### src/rtl/chlcd_pkg.sv
package chlcd_pkg;

	localparam int unsigned PC_W  = 4;
	localparam int unsigned CNT_W = 4;
	localparam int unsigned CFG_IDX_W = 8;
	localparam int unsigned CFG_DAT_W = 8;

	typedef logic [PC_W-1:0]  pc_t;
	typedef logic [CNT_W-1:0] cnt_t;

	localparam logic [2:0] MODE_INIT   = 3'd0;
	localparam logic [2:0] MODE_CMD    = 3'd1;
	localparam logic [2:0] MODE_CHAR   = 3'd2;
	localparam logic [2:0] MODE_CURSOR = 3'd3;
	localparam logic [2:0] MODE_SHIFT  = 3'd4;
	localparam logic [2:0] MODE_GLYPH  = 3'd5;

	localparam logic [CFG_IDX_W-1:0] REG_NIBBLE = 8'd0;
	localparam logic [CFG_IDX_W-1:0] REG_CURSOR = 8'd1;
	localparam logic [CFG_IDX_W-1:0] REG_BLINK  = 8'd2;
	localparam logic [CFG_IDX_W-1:0] REG_STROBE = 8'd3;

	localparam cnt_t GLYPH_ROWS = 4'd7;

	localparam pc_t PC_INIT   = 4'd0;
	localparam pc_t PC_CMD    = 4'd6;
	localparam pc_t PC_CHAR   = 4'd7;
	localparam pc_t PC_CURSOR = 4'd8;
	localparam pc_t PC_SHIFT  = 4'd9;
	localparam pc_t PC_GLYPH  = 4'd10;

	typedef enum logic [1:0] {
		COND_ALWAYS,
		COND_NIBBLE,
		COND_WIDE
	} cond_t;

	typedef enum logic [2:0] {
		SRC_CONST,
		SRC_BYTE,
		SRC_CURSOR,
		SRC_SHIFT,
		SRC_GADDR,
		SRC_GROW,
		SRC_DISPCTL
	} src_t;

	typedef struct packed {
		cond_t      cond;
		src_t       src;
		logic [7:0] konst;
		logic       rs;
		logic [4:0] settle;
		logic       single;
		logic       rep;
		logic       fin;
	} uword_t;

	typedef struct packed {
		logic       nibble;
		logic       cursor_visible;
		logic       cursor_blink;
	} cfg_t;

	typedef struct packed {
		logic       load;
		src_t       src;
		logic [7:0] konst;
		logic       rs;
		logic [4:0] settle;
		logic       lo_half;
		logic       wide;
		logic       last;
		logic       glyph_shift;
	} ctrl_t;

	function automatic uword_t ucode(input pc_t pc);
		uword_t uw;
		uw = '{cond: COND_ALWAYS, src: SRC_CONST, konst: 8'h00, rs: 1'b0, settle: 5'd0,
			single: 1'b0, rep: 1'b0, fin: 1'b1};
		unique case (pc)
			4'd0: begin
				uw.cond = COND_NIBBLE; uw.konst = 8'h20; uw.settle = 5'd31;
				uw.single = 1'b1; uw.fin = 1'b0;
			end
			4'd1: begin
				uw.cond = COND_NIBBLE; uw.konst = 8'h28; uw.fin = 1'b0;
			end
			4'd2: begin
				uw.cond = COND_WIDE; uw.konst = 8'h38; uw.settle = 5'd30; uw.fin = 1'b0;
			end
			4'd3: begin
				uw.src = SRC_DISPCTL; uw.fin = 1'b0;
			end
			4'd4: begin
				uw.konst = 8'h01; uw.settle = 5'd1; uw.fin = 1'b0;
			end
			4'd5: begin
				uw.konst = 8'h06; uw.settle = 5'd2;
			end
			4'd6: begin
				uw.src = SRC_BYTE;
			end
			4'd7: begin
				uw.src = SRC_BYTE; uw.rs = 1'b1;
			end
			4'd8: begin
				uw.src = SRC_CURSOR;
			end
			4'd9: begin
				uw.src = SRC_SHIFT; uw.rep = 1'b1;
			end
			4'd10: begin
				uw.src = SRC_GADDR; uw.fin = 1'b0;
			end
			4'd11: begin
				uw.src = SRC_GROW; uw.rs = 1'b1; uw.rep = 1'b1; uw.fin = 1'b0;
			end
			4'd12: begin
				uw.rs = 1'b1; uw.fin = 1'b0;
			end
			4'd13: begin
				uw.konst = 8'h80;
			end
			default: begin
			end
		endcase
		return uw;
	endfunction

	function automatic pc_t entry(input logic [2:0] mode);
		pc_t pc;
		unique case (mode)
			MODE_INIT:   pc = PC_INIT;
			MODE_CMD:    pc = PC_CMD;
			MODE_CHAR:   pc = PC_CHAR;
			MODE_CURSOR: pc = PC_CURSOR;
			MODE_SHIFT:  pc = PC_SHIFT;
			MODE_GLYPH:  pc = PC_GLYPH;
			default:     pc = PC_INIT;
		endcase
		return pc;
	endfunction

endpackage

### src/rtl/chlcd_if.sv
interface chlcd_req_if;
	logic        valid;
	logic        ready;
	logic [2:0]  mode;
	logic [7:0]  byte_value;
	logic [1:0]  row;
	logic [5:0]  col;
	logic        shift_display;
	logic        shift_right;
	logic [3:0]  shift_count;
	logic [3:0]  glyph_index;
	logic [55:0] glyph_rows;

	modport source (output valid, mode, byte_value, row, col, shift_display, shift_right,
		shift_count, glyph_index, glyph_rows, input ready);
	modport sink (input valid, mode, byte_value, row, col, shift_display, shift_right,
		shift_count, glyph_index, glyph_rows, output ready);
endinterface

interface chlcd_strobe_if;
	logic       valid;
	logic       ready;
	logic       reg_select;
	logic [7:0] bus_value;
	logic [4:0] settle_ms;
	logic       last;

	modport source (output valid, reg_select, bus_value, settle_ms, last, input ready);
	modport sink (input valid, reg_select, bus_value, settle_ms, last, output ready);
endinterface

interface chlcd_cfg_if;
	logic                           valid;
	logic                           ready;
	logic [chlcd_pkg::CFG_IDX_W-1:0] index;
	logic [chlcd_pkg::CFG_DAT_W-1:0] data;

	modport source (output valid, index, data, input ready);
	modport sink (input valid, index, data, output ready);
endinterface

### src/rtl/chlcd_seq.sv
module chlcd_seq (
	input  logic                 clk,
	input  logic                 arst_n,
	input  logic                 req_accept,
	input  logic [2:0]           mode,
	input  logic [1:0]           row,
	input  logic [5:0]           col,
	input  logic [3:0]           shift_count,
	input  logic [3:0]           glyph_index,
	input  chlcd_pkg::cfg_t      cfg,
	input  logic                 out_free,
	output logic                 req_ready,
	output chlcd_pkg::ctrl_t     ctrl
);

	logic               busy_q;
	logic               phase_q;
	chlcd_pkg::pc_t     pc_q;
	chlcd_pkg::cnt_t    cnt_q;
	chlcd_pkg::uword_t  uw;
	logic               req_ok;
	logic               cond_ok;
	logic               emit;
	logic               half_done;
	logic               step_done;
	logic               repeat_more;

	always_comb begin
		unique case (mode)
			chlcd_pkg::MODE_INIT,
			chlcd_pkg::MODE_CMD,
			chlcd_pkg::MODE_CHAR:   req_ok = 1'b1;
			chlcd_pkg::MODE_CURSOR: req_ok = !row[1] && (col[5:4] == 2'b00);
			chlcd_pkg::MODE_SHIFT:  req_ok = (shift_count != 4'd0);
			chlcd_pkg::MODE_GLYPH:  req_ok = !glyph_index[3];
			default:                req_ok = 1'b0;
		endcase
	end

	assign uw = chlcd_pkg::ucode(pc_q);

	always_comb begin
		unique case (uw.cond)
			chlcd_pkg::COND_NIBBLE: cond_ok = cfg.nibble;
			chlcd_pkg::COND_WIDE:   cond_ok = !cfg.nibble;
			default:                cond_ok = 1'b1;
		endcase
	end

	assign emit        = busy_q && cond_ok && out_free;
	assign half_done   = cfg.nibble && !uw.single && !phase_q;
	assign step_done   = busy_q && (!cond_ok || (emit && !half_done));
	assign repeat_more = uw.rep && (cnt_q != 4'd1);
	assign req_ready   = !busy_q;

	always_comb begin
		ctrl.load        = emit;
		ctrl.src         = uw.src;
		ctrl.konst       = uw.konst;
		ctrl.rs          = uw.rs;
		ctrl.settle      = phase_q ? 5'd0 : uw.settle;
		ctrl.lo_half     = phase_q;
		ctrl.wide        = !cfg.nibble;
		ctrl.last        = !half_done && uw.fin && !repeat_more;
		ctrl.glyph_shift = emit && !half_done && (uw.src == chlcd_pkg::SRC_GROW);
	end

	always_ff @(posedge clk or negedge arst_n) begin
		if (!arst_n) begin
			busy_q  <= 1'b0;
			phase_q <= 1'b0;
			pc_q    <= chlcd_pkg::PC_INIT;
			cnt_q   <= '0;
		end else if (req_accept) begin
			busy_q  <= req_ok;
			phase_q <= 1'b0;
			pc_q    <= chlcd_pkg::entry(mode);
			cnt_q   <= (mode == chlcd_pkg::MODE_SHIFT) ? shift_count : chlcd_pkg::GLYPH_ROWS;
		end else begin
			if (emit) begin
				phase_q <= half_done;
			end
			if (step_done) begin
				if (!cond_ok) begin
					pc_q <= pc_q + 4'd1;
				end else if (repeat_more) begin
					cnt_q <= cnt_q - 4'd1;
				end else if (uw.fin) begin
					busy_q <= 1'b0;
				end else begin
					pc_q <= pc_q + 4'd1;
				end
			end
		end
	end

	a_last_ends: assert property (@(posedge clk) disable iff (!arst_n)
		ctrl.load && ctrl.last |=> !busy_q)
		else $error("final strobe did not end the request");

	a_phase_nibble: assert property (@(posedge clk) disable iff (!arst_n)
		phase_q |-> cfg.nibble)
		else $error("low nibble phase on an 8-bit bus");

	a_cnt_live: assert property (@(posedge clk) disable iff (!arst_n)
		busy_q && uw.rep |-> cnt_q != 4'd0)
		else $error("repeat step with an empty count");

endmodule

### src/rtl/chlcd_dp.sv
module chlcd_dp (
	input  logic                  clk,
	input  logic                  arst_n,
	input  logic                  req_accept,
	input  logic [7:0]            byte_value,
	input  logic [1:0]            row,
	input  logic [5:0]            col,
	input  logic                  shift_display,
	input  logic                  shift_right,
	input  logic [3:0]            glyph_index,
	input  logic [55:0]           glyph_rows,
	input  chlcd_pkg::cfg_t       cfg,
	input  chlcd_pkg::ctrl_t      ctrl,
	output logic                  out_free,
	chlcd_strobe_if.source        strobe
);

	logic [7:0]  byte_q;
	logic        row_q;
	logic [3:0]  col_q;
	logic        sd_q;
	logic        sr_q;
	logic [2:0]  gi_q;
	logic [55:0] grow_q;
	logic [7:0]  cur_byte;
	logic [7:0]  bus_next;
	logic        out_valid_q;
	logic        rs_q;
	logic [7:0]  bus_q;
	logic [4:0]  settle_q;
	logic        last_q;

	always_comb begin
		unique case (ctrl.src)
			chlcd_pkg::SRC_BYTE:    cur_byte = byte_q;
			chlcd_pkg::SRC_CURSOR:  cur_byte = {1'b1, row_q, 2'b00, col_q};
			chlcd_pkg::SRC_SHIFT:   cur_byte = {4'h1, sd_q, sr_q, 2'b00};
			chlcd_pkg::SRC_GADDR:   cur_byte = {2'b01, gi_q, 3'b000};
			chlcd_pkg::SRC_GROW:    cur_byte = grow_q[7:0];
			chlcd_pkg::SRC_DISPCTL: cur_byte = {6'b000011, cfg.cursor_visible, cfg.cursor_blink};
			default:                cur_byte = ctrl.konst;
		endcase
	end

	always_comb begin
		if (ctrl.wide) begin
			bus_next = cur_byte;
		end else if (ctrl.lo_half) begin
			bus_next = {cur_byte[3:0], 4'h0};
		end else begin
			bus_next = {cur_byte[7:4], 4'h0};
		end
	end

	assign out_free = !out_valid_q || strobe.ready;

	always_ff @(posedge clk) begin
		if (req_accept) begin
			byte_q <= byte_value;
			row_q  <= row[0];
			col_q  <= col[3:0];
			sd_q   <= shift_display;
			sr_q   <= shift_right;
			gi_q   <= glyph_index[2:0];
			grow_q <= glyph_rows;
		end else if (ctrl.glyph_shift) begin
			grow_q <= {8'h00, grow_q[55:8]};
		end
		if (ctrl.load) begin
			rs_q     <= ctrl.rs;
			bus_q    <= bus_next;
			settle_q <= ctrl.settle;
			last_q   <= ctrl.last;
		end
	end

	always_ff @(posedge clk or negedge arst_n) begin
		if (!arst_n) begin
			out_valid_q <= 1'b0;
		end else if (ctrl.load) begin
			out_valid_q <= 1'b1;
		end else if (strobe.ready) begin
			out_valid_q <= 1'b0;
		end
	end

	assign strobe.valid      = out_valid_q;
	assign strobe.reg_select = rs_q;
	assign strobe.bus_value  = bus_q;
	assign strobe.settle_ms  = settle_q;
	assign strobe.last       = last_q;

	a_load_free: assert property (@(posedge clk) disable iff (!arst_n)
		ctrl.load |-> out_free)
		else $error("strobe loaded over one not yet taken");

	a_nibble_low: assert property (@(posedge clk) disable iff (!arst_n)
		ctrl.load && !ctrl.wide |=> bus_q[3:0] == 4'h0)
		else $error("low bus bits set in nibble mode");

	a_shift_row: assert property (@(posedge clk) disable iff (!arst_n)
		ctrl.glyph_shift |-> ctrl.rs)
		else $error("glyph row sent to the command register");

endmodule

### src/rtl/char_lcd_write_sequencer.sv
// Character LCD write sequencer. Host requests arrive on the req channel and
// each one becomes a run of enable strobes on the strobe channel, one result
// per strobe with register select, bus value, settle time and a last flag.
// Registers are written through the cfg channel, which is always ready, and
// must only be written while no request is in flight.
// A request is decoded by a small microprogram: one control word per step,
// each step sending a byte, or a nibble pair on the 4-bit bus (init wake: one).
// The request loads the program registers, then the first strobe loads the
// output register; a new strobe follows every cycle while the receiver
// takes them and no step is skipped. Init passes one skipped step on the
// 4-bit bus and two on the 8-bit bus. A shift request gives up to 15 or 30
// strobes, a glyph definition 10 or 20. Requests with a bad position, glyph
// slot, zero shift count or unused mode are taken and give no strobe.
// req.ready is low from the cycle after a request is taken until its last
// strobe is in the output register. When the receiver stalls, the output
// register holds its strobe and the program waits on that step.
// Reset empties the output register, ends any program and loads the register
// defaults: 4-bit bus, cursor shown and blinking, strobe time 2 ms.
module char_lcd_write_sequencer (
	input  logic           clk,
	input  logic           arst_n,
	chlcd_req_if.sink      req,
	chlcd_strobe_if.source strobe,
	chlcd_cfg_if.sink      cfg
);

	chlcd_pkg::cfg_t   cfg_q;
	chlcd_pkg::ctrl_t  ctrl;
	logic [7:0]        strobe_ms_q;
	logic              req_accept;
	logic              cfg_write;
	logic              out_free;

	assign cfg.ready  = 1'b1;
	assign cfg_write  = cfg.valid && cfg.ready;
	assign req_accept = req.valid && req.ready;

	always_ff @(posedge clk or negedge arst_n) begin
		if (!arst_n) begin
			cfg_q.nibble         <= 1'b1;
			cfg_q.cursor_visible <= 1'b1;
			cfg_q.cursor_blink   <= 1'b1;
			strobe_ms_q          <= 8'd2;
		end else if (cfg_write) begin
			unique case (cfg.index)
				chlcd_pkg::REG_NIBBLE: cfg_q.nibble         <= cfg.data[0];
				chlcd_pkg::REG_CURSOR: cfg_q.cursor_visible <= cfg.data[0];
				chlcd_pkg::REG_BLINK:  cfg_q.cursor_blink   <= cfg.data[0];
				chlcd_pkg::REG_STROBE: strobe_ms_q          <= cfg.data;
				default: begin
				end
			endcase
		end
	end

	chlcd_seq u_seq (
		.clk         (clk),
		.arst_n      (arst_n),
		.req_accept  (req_accept),
		.mode        (req.mode),
		.row         (req.row),
		.col         (req.col),
		.shift_count (req.shift_count),
		.glyph_index (req.glyph_index),
		.cfg         (cfg_q),
		.out_free    (out_free),
		.req_ready   (req.ready),
		.ctrl        (ctrl)
	);

	chlcd_dp u_dp (
		.clk           (clk),
		.arst_n        (arst_n),
		.req_accept    (req_accept),
		.byte_value    (req.byte_value),
		.row           (req.row),
		.col           (req.col),
		.shift_display (req.shift_display),
		.shift_right   (req.shift_right),
		.glyph_index   (req.glyph_index),
		.glyph_rows    (req.glyph_rows),
		.cfg           (cfg_q),
		.ctrl          (ctrl),
		.out_free      (out_free),
		.strobe        (strobe)
	);

	a_strobe_ms_hold: assert property (@(posedge clk) disable iff (!arst_n)
		!(cfg_write && (cfg.index == chlcd_pkg::REG_STROBE)) |=> $stable(strobe_ms_q))
		else $error("strobe time changed without a write");

	a_nibble_hold: assert property (@(posedge clk) disable iff (!arst_n)
		!(cfg_write && (cfg.index == chlcd_pkg::REG_NIBBLE)) |=> $stable(cfg_q.nibble))
		else $error("bus width changed without a write");

	a_nibble_bus: assert property (@(posedge clk) disable iff (!arst_n)
		strobe.valid && cfg_q.nibble |-> strobe.bus_value[3:0] == 4'h0)
		else $error("low bus bits set on the 4-bit bus");

endmodule

### src/flat_wrapper.sv
// flat-port wrapper written by rule: the top's interface ports become plain ports
module char_lcd_write_sequencer_flat 
  (clk, arst_n, req_valid, req_mode, req_byte_value, req_row, req_col, req_shift_display, req_shift_right, req_shift_count, req_glyph_index, req_glyph_rows, req_ready, strobe_valid, strobe_reg_select, strobe_bus_value, strobe_settle_ms, strobe_last, strobe_ready, cfg_valid, cfg_index, cfg_data, cfg_ready);
  chlcd_req_if req_i ();
  chlcd_strobe_if strobe_i ();
  chlcd_cfg_if cfg_i ();
  input  logic clk;
  input  logic arst_n;
  input wire logic [$bits(req_i.valid)-1:0] req_valid;
  input wire logic [$bits(req_i.mode)-1:0] req_mode;
  input wire logic [$bits(req_i.byte_value)-1:0] req_byte_value;
  input wire logic [$bits(req_i.row)-1:0] req_row;
  input wire logic [$bits(req_i.col)-1:0] req_col;
  input wire logic [$bits(req_i.shift_display)-1:0] req_shift_display;
  input wire logic [$bits(req_i.shift_right)-1:0] req_shift_right;
  input wire logic [$bits(req_i.shift_count)-1:0] req_shift_count;
  input wire logic [$bits(req_i.glyph_index)-1:0] req_glyph_index;
  input wire logic [$bits(req_i.glyph_rows)-1:0] req_glyph_rows;
  output wire logic [$bits(req_i.ready)-1:0] req_ready;
  output wire logic [$bits(strobe_i.valid)-1:0] strobe_valid;
  output wire logic [$bits(strobe_i.reg_select)-1:0] strobe_reg_select;
  output wire logic [$bits(strobe_i.bus_value)-1:0] strobe_bus_value;
  output wire logic [$bits(strobe_i.settle_ms)-1:0] strobe_settle_ms;
  output wire logic [$bits(strobe_i.last)-1:0] strobe_last;
  input wire logic [$bits(strobe_i.ready)-1:0] strobe_ready;
  input wire logic [$bits(cfg_i.valid)-1:0] cfg_valid;
  input wire logic [$bits(cfg_i.index)-1:0] cfg_index;
  input wire logic [$bits(cfg_i.data)-1:0] cfg_data;
  output wire logic [$bits(cfg_i.ready)-1:0] cfg_ready;
  assign req_i.valid = req_valid;
  assign req_i.mode = req_mode;
  assign req_i.byte_value = req_byte_value;
  assign req_i.row = req_row;
  assign req_i.col = req_col;
  assign req_i.shift_display = req_shift_display;
  assign req_i.shift_right = req_shift_right;
  assign req_i.shift_count = req_shift_count;
  assign req_i.glyph_index = req_glyph_index;
  assign req_i.glyph_rows = req_glyph_rows;
  assign req_ready = req_i.ready;
  assign strobe_valid = strobe_i.valid;
  assign strobe_reg_select = strobe_i.reg_select;
  assign strobe_bus_value = strobe_i.bus_value;
  assign strobe_settle_ms = strobe_i.settle_ms;
  assign strobe_last = strobe_i.last;
  assign strobe_i.ready = strobe_ready;
  assign cfg_i.valid = cfg_valid;
  assign cfg_i.index = cfg_index;
  assign cfg_i.data = cfg_data;
  assign cfg_ready = cfg_i.ready;
  char_lcd_write_sequencer u_core (.clk(clk), .arst_n(arst_n), .req(req_i), .strobe(strobe_i), .cfg(cfg_i));
endmodule
### config.mk
export PLATFORM = sky130hd
export DESIGN_NAME = char_lcd_write_sequencer_flat
export DESIGN_NICKNAME = d
export VERILOG_FILES = /design/src/rtl/chlcd_pkg.sv /design/src/rtl/chlcd_if.sv /design/src/rtl/chlcd_seq.sv /design/src/rtl/chlcd_dp.sv /design/src/rtl/char_lcd_write_sequencer.sv /design/src/flat_wrapper.sv
export SDC_FILE = /design/constraint.sdc
export NUM_CORES = 1
export LEC_CHECK = 0
export BUFFER_PORTS_ARGS = -buffer_cell sky130_fd_sc_hd__buf_2
export CAP_MARGIN = 10
export CORE_ASPECT_RATIO = 0.5
export CORE_MARGIN = 4
export CORE_UTILIZATION = 45
export CTS_CLUSTER_DIAMETER = 100
export DETAILED_ROUTE_END_ITERATION = 7
export PLACE_DENSITY = 0.68
export SLEW_MARGIN = 20
export SYNTH_ARGS = -nofsm -noshare
export SYNTH_HDL_FRONTEND = slang
export SYNTH_SLANG_ARGS = --single-unit
### constraint.sdc
create_clock -name clk -period 4.45 [get_ports clk]
set_input_delay 0.2225 -clock clk [delete_from_list [all_inputs] [get_ports clk]]
set_output_delay 0.2225 -clock clk [all_outputs]
set_load 0.005 [all_outputs]
; Yosys cells after proc, flatten, opt, wreduce, memory -nomap -nowiden
; Cells that the tools add are included.
; Widths: inputs -> output; s select.
[totals]
register_bits = 103
inputBits = 106
output_inout_bits = 18
wordCells = 136
[classes]
addsub = 2
eq_ne = 33
n_mux = 35
reduce_logical = 47
[op_table]
columns = op, n
row1 = $mux 56, 2
row2 = $pmux 8 s6, 2
row3 = $mux 4, 10
row4 = $eq 4x4->1 const B, 6
row5 = $pmux 4 s5, 1
row6 = $pmux 5 s4, 1
row7 = $pmux 3 s6, 1
row8 = $eq 4x3->1 const B, 4
row9 = $mux 8, 2
row10 = $eq 3x3->1 const B, 5
row11 = $mux 1, 13
row12 = $eq 3x2->1 const B, 4
row13 = $logic_and 1x1->1, 12
row14 = $reduce_bool 2->1, 6
row15 = $logic_not 1->1, 10
row16 = $eq 4x2->1 const B, 2
row17 = $eq 8x1->1 const B, 1
row18 = $eq 8x2->1 const B, 1
row19 = $logic_not 8->1, 1
row20 = $reduce_or 8->1, 1
row21 = $eq 3x1->1 const B, 2
row22 = $ne 3x2->1 const B, 2
row23 = $reduce_and 2->1, 3
row24 = $reduce_and 3->1, 2
row25 = other kinds (18), 23

; Depth between registers and ports, before layout
[logic_depth]
word_depth = 12
ltp_mapped = 11
ltp_nobuf = 11

; By module
; A second synthesis with hierarchy kept.
[hier_totals]
cells_unflattened = 409
area_unflattened_um2 = 5281.3
[modules_own_cells]
columns = module, n_inst, cells_each, area_per_inst_um2, seq_area_each_um2
row1 = chlcd_dp, 1, 234, 3886.2, 2697.6
row2 = chlcd_seq, 1, 159, 1211.2, 250.2
row3 = char_lcd_write_sequencer, 1, 16, 183.9, 78.8

; Least setup slack after synthesis
; No wires, ideal clock.
[synth_path]
path_kind = reg2reg
start = register u_core.u_seq.pc_q[1]
end = register u_core.u_dp.grow_q[0], enable pin
setup_ns = 0.635
arrival_ns = 2.789
required_ns = 3.815
setup_slack_ns = 1.026
path_stages_with_launch = 12
n_path_buf = 0
period_less_slack_ns = 3.424
cell_sequence = dfrtp_1 > inv_1 > ha_1 > nor2_1 > nor3_1 > inv_1 > ha_1 > mux2_4 > o211ai_4 > nor2_1 > nand2_1 > nand2_1
[synth_between]
elab_chain_len = 10
elab_cells_between_ends = 28
classes_between = 12 x eq/ne / 4 x mux / 12 x reduce/logical
[synth_lines]
columns = item, line
row1 = "start, declared", chlcd_seq.sv:18  ; chlcd_pkg::pc_t pc_q;
row2 = "start signal, assigned", chlcd_seq.sv:72  ; pc_q <= chlcd_pkg::PC_INIT;
row3 = "start signal, assigned", chlcd_seq.sv:77  ; pc_q <= chlcd_pkg::entry(mode);
row4 = "start signal, assigned", chlcd_seq.sv:85  ; pc_q <= pc_q + 4'd1;
row5 = $eq 4x1->1 or $logic_not 4->1 (tied branches), chlcd_pkg.sv:81  ; unique case (pc)
row6 = $reduce_or 2->1 (no line), -
row7 = $pmux 2 s2, chlcd_pkg.sv:81
row8 = $eq 2x2->1 or $eq 2x1->1 (tied branches), chlcd_seq.sv:43  ; unique case (uw.cond)
row9 = $pmux 1 s2, chlcd_seq.sv:43
row10 = $logic_and 1x1->1 (2 in series), chlcd_seq.sv:50  ; assign emit = busy_q && cond_ok && out_free;
row11 = $logic_and 1x1->1, chlcd_seq.sv:65  ; ctrl.glyph_shift = emit && !half_done && (uw.src == chlcd_pkg::SRC_GROW);
row12 = $logic_and 1x1->1 (*), chlcd_seq.sv:65
row13 = $reduce_bool 2->1 (no line) (*), -
row14 = "end signal, assigned", chlcd_dp.sv:65  ; grow_q <= glyph_rows;
row15 = "end signal, assigned", chlcd_dp.sv:67  ; grow_q <= {8'h00, grow_q[55:8]};
row16 = "end, declared", chlcd_dp.sv:24  ; logic [55:0] grow_q;
; Every way passes the cells marked *; elsewhere a longest branch is shown, timed or not.
; A chain may end at the register's enable or synchronous reset.

; Worst setup path after layout
[layout_path]
start = register u_core.u_seq.pc_q[1]
end = register u_core.u_dp.grow_q[22], enable pin
; Same word-level chain as after synthesis.

==> results by group <==
Worst setup path
  – Flop2flop setup slack: 1.25 ns
  – Worst Setup End Kind: flop
  – FF-to-FF Start: u_core.u_seq.pc_q[1]$_DFFE_PN0P_
  – Crit path DAT: 3.20 ns
  – Setup crit start kind: flop
  – Crit Path Category: reg2reg
  – Reg2reg path depth: 12
  – Worst EP required: 4.45 ns
  – CP max stage cell: ha_1
  – Crit-path max FO: 56
  – Slowest stage delay, CP: 0.47 ns
  – Worst-path cell chain: inv_1 > ha_1 > nor2_1 > nor3_1 > inv_1 > ha_1 > mux2_4 > o211ai_4 > nor2_1 > nand2_1 > nand2_2 > buf_4
  – FF-to-FF End: u_core.u_dp.grow_q[22]$_DFFE_PP_

CTS
  – Setup Fix Bufs, Post-CTS: 0
  – CTS Buffer Depth: 2
  – CTS tree: done
  – Clk_lat worst skew: 0.34 ns
  – Clk root buf: clkbuf_16
  – TritonCTS buffer count: 9
  – Sink Count: 101
  – Clk pin slew, worst setup/hold paths: 0.07 ns
  – Max H-tree Level: 3

Job
  – Total of max-cap violations: 0

Route
  – Iter 0 DRT Violations: 177
  – Final wirelength: 10.7 mm
  – Antenna viol nets, final: 0
  – DRC Markers: 0
  – WL per Instance: about 15 µm
  – Vias per cell: 5.14
  – DRT Pass-1 Iters: 4
  – Vias: 3699

Cells and area
  – Layout cells sized above 1: 27.3%
  – Final Instance Area: ~0.006 mm²
  – Leading cell type in the layout, fill and taps excluded: nand2_1
  – Commonest non-fill, non-tap cells in the layout: 158 x nand2_1, 115 x buf_2, 87 x edfxtp_1, 17 x nor2_1, 15 x inv_1
  – Final nets: 691
  – Non-filler instance count after layout: 719
  – Area Growth Syn to Fin: 18.3%

Hold path
  – HP Class: in2reg
  – WHS Path Cells: 1
  – Hold EP: u_core.u_dp.byte_q[3]$_DFFE_PP_
  – HP Start: req_byte_value[3]

Timing
  – RSZ-0062 raised after global routing: false
  – Slew HR: around 53%
  – Final period utilization: 72.0%
  – Worst slew pin tran: 0.710 ns
  – Clk_skew: approximately 0.011 ns
  – Final worst path period need: 3.20 ns
  – Maximum clock rate: between 300 and 400 MHz
  – Pins Over Slew Limit: 0
  – Final setup vio count: 0
  – Final count of hold timing violations: 0
  – Total negative setup slack: 0 ns

GRT
  – GRT Util Overall: 16.5%
  – Largest net degree at the start of global routing: 57
  – Vias in the first global route: 3422
  – Total grt overflow: 0
  – First-pass GRT wire length: 16.6 mm
  – Antenna violations before repair: 3

Synth
  – Mapped Cells: 467
  – Post-Synth Simple-Gate Area: 20.9%
  – Adder-Cell Fraction of Synth Area: 2.98%
  – Synthesized area per cell: around 11 µm²
  – Synth async-reset ratio: 13.9%
  – Largest family of logic cells by synthesized area: simple AND/OR/NAND/NOR gates
  – Mux share of post-synthesis cell area: 3.13%
  – Synth cell types: 64
  – Ys flop type: edfxtp_1
  – Number of flops mapped to enable cells by yosys: 87
  – Net Count, Synth: between 500 and 600
  – Post-synthesis xor/xnor area fraction: less than 1%
  – FF+latch count, synth: 101
  – Mapped cell area: 0.00503 mm²
  – Compound-cell area share of the yosys netlist: 9.12%
  – Syn. warnings: 0
  – Sequential share of the synthesized area: 59.0%

Power and ir drop
  – P per Cell Area: approximately 560 mW/mm²
  – Max VDD drop: 0.213 mV
  – Lkg Pwr: 2.58 nW

Die
  – IO Pins: 124
  – Row count: 26
  – Core Area: 0.0105 mm²
  – Starting Density: a little under half
  – Die width: 158 µm
  – Die height: a little over 80 µm
  – Die Area: ~0.013 mm²

Status
  – Status: finished, final reports clean

Place
  – Cell Area, Placed: between 0.005 and 0.006 mm²
  – Cell total after placement: 701
  – Dpl hpwl: 7.56 mm
  – IO buf count: 115
  – Global placer's final weighted congestion: approximately 0.84
flip-flops by register name, indices dropped and copies added (netlist names), 3 cells and up:
register,count
u_core.u_seq.pc_q,4
u_core.cfg_q,3
u_core.u_dp.grow_q,56
u_core.u_seq.cnt_q,4
u_core.u_dp.strobe.settle_ms,3
u_core.u_dp.col_q,4
u_core.u_dp.strobe.bus_value,8
u_core.u_dp.gi_q,3
u_core.u_dp.byte_q,8
worst max-delay path, delay by kind of cell, from the launching register on:
family	cells	cell delay, ns
AOI/OAI and AO/OA	1	0.29
buffers and inverters	3	0.57
and+or+nand+nor	5	0.59
DFF	1	0.41
adders and majority gates	2	0.65
muxes	1	0.30
power by group:
group | internal, W | switching [W]
Clock | 0.000385 | 0.000348
Sequential | 0.00141 | 0.000122
Combinational | 0.000406 | 0.000657
Total | 0.00220 | 0.00113
logic make-up after synthesis:
kind of cell             count (synthesis)
multiplexers                            13
adder cells (fa/ha/maj)                 12
buffers and inverters                   41
XOR/XNOR                                 4
AND/OR/NAND/NOR                        236
AO/OA/AOI/OAI                           59
flip-flops                             101
other                                    1
worst max path at each step:
| stage | start | end | slack, ns |
|---|---|---|---|
| floorplan | u_core.u_seq.pc_q[1]$_DFFE_PN0P_ | u_core.u_dp.grow_q[0]$_DFFE_PP_ | 1.03 |
| global placement | u_core.u_seq.pc_q[1]$_DFFE_PN0P_ | u_core.u_dp.grow_q[49]$_SDFFCE_PN0P_ | 1.34 |
| detailed placement | u_core.u_seq.pc_q[1]$_DFFE_PN0P_ | u_core.u_dp.grow_q[40]$_DFFE_PP_ | 1.29 |
| CTS | u_core.u_seq.pc_q[1]$_DFFE_PN0P_ | u_core.u_dp.grow_q[19]$_DFFE_PP_ | 1.27 |
| global route | u_core.u_seq.pc_q[1]$_DFFE_PN0P_ | u_core.u_dp.grow_q[14]$_DFFE_PP_ | 1.05 |
| finish | u_core.u_seq.pc_q[1]$_DFFE_PN0P_ | u_core.u_dp.grow_q[22]$_DFFE_PP_ | 1.25 |
final cells by class:
type / count / area [µm²]
fill: 929 / 4590
sequential: 101 / 2970
multi-input combinational: 325 / 1860
timing repair buffer: 120 / 616
clock buffer: 10 / 229
tap: 140 / 175
inverter: 16 / 60.1
clock inverter: 6 / 45.0
antenna: 1 / 2.50
Yosys cell counts, types with 2 or more instances:
master | n | area (µm²)
a211oi_1 | 6 | 45.0
a21oi_1 | 8 | 40.0
a221oi_1 | 4 | 35.0
a22o_1 | 2 | 17.5
a22oi_1 | 3 | 22.5
a32oi_1 | 2 | 17.5
and2_1 | 10 | 62.6
and3_1 | 3 | 18.8
buf_1 | 4 | 15.0
buf_2 | 3 | 15.0
buf_4 | 4 | 30.0
buf_6 | 5 | 56.3
clkbuf_1 | 9 | 33.8
dfrtp_1 | 11 | 275
dfstp_2 | 3 | 78.8
edfxtp_1 | 87 | 2610
ha_1 | 12 | 150
inv_1 | 15 | 56.3
mux2_2 | 4 | 45.0
mux2_4 | 2 | 30.0
mux2i_1 | 6 | 60.1
nand2_1 | 160 | 601
nand2b_1 | 7 | 43.8
nand3_1 | 5 | 25.0
nand4_1 | 2 | 12.5
nor2_1 | 17 | 63.8
nor2b_1 | 3 | 18.8
nor3_1 | 11 | 55.1
nor3b_1 | 2 | 15.0
nor4_1 | 2 | 12.5
nor4b_1 | 3 | 26.3
o211ai_1 | 3 | 22.5
o21ai_0 | 9 | 45.0
o22a_1 | 2 | 17.5
o22ai_1 | 2 | 12.5
o2bb2ai_1 | 3 | 26.3
or3_1 | 4 | 25.0
xnor2_1 | 2 | 17.5
xor2_1 | 2 | 17.5
repair_timing:
item                                   in CTS  in global routing
hold buffers                                1                  0
endpoints found under the hold margin      11                  0
resized for setup                           0                  0
per-layer routing:
layer / global-route usage [%] / share of wire, % / up-vias
met5: 0 / 0.20 / -
met2: 26.3 / 46 / 102
met4: 4.29 / 1.3 / 4
met3: 6.21 / 7.4 / 20
met1: 21.6 / 45 / 1719
li1: - / - / 1854
through the flow:
step	hold WS (ns)	utilization (%)	total power (W)	worst slack [ns]
final	0.0567	56.5	0.00333	1.25
after global routing	0.0357	56.5	0.00356	1.05
after CTS	0.0427	56.5	0.00336	1.27
after detailed placement	0.162	53.8	0.00262	1.29
after global placement	0.160	53.8	0.00259	1.34
after floorplan	-0.0731	-	0.00232	1.03
(Power assumes the default switching activity.)
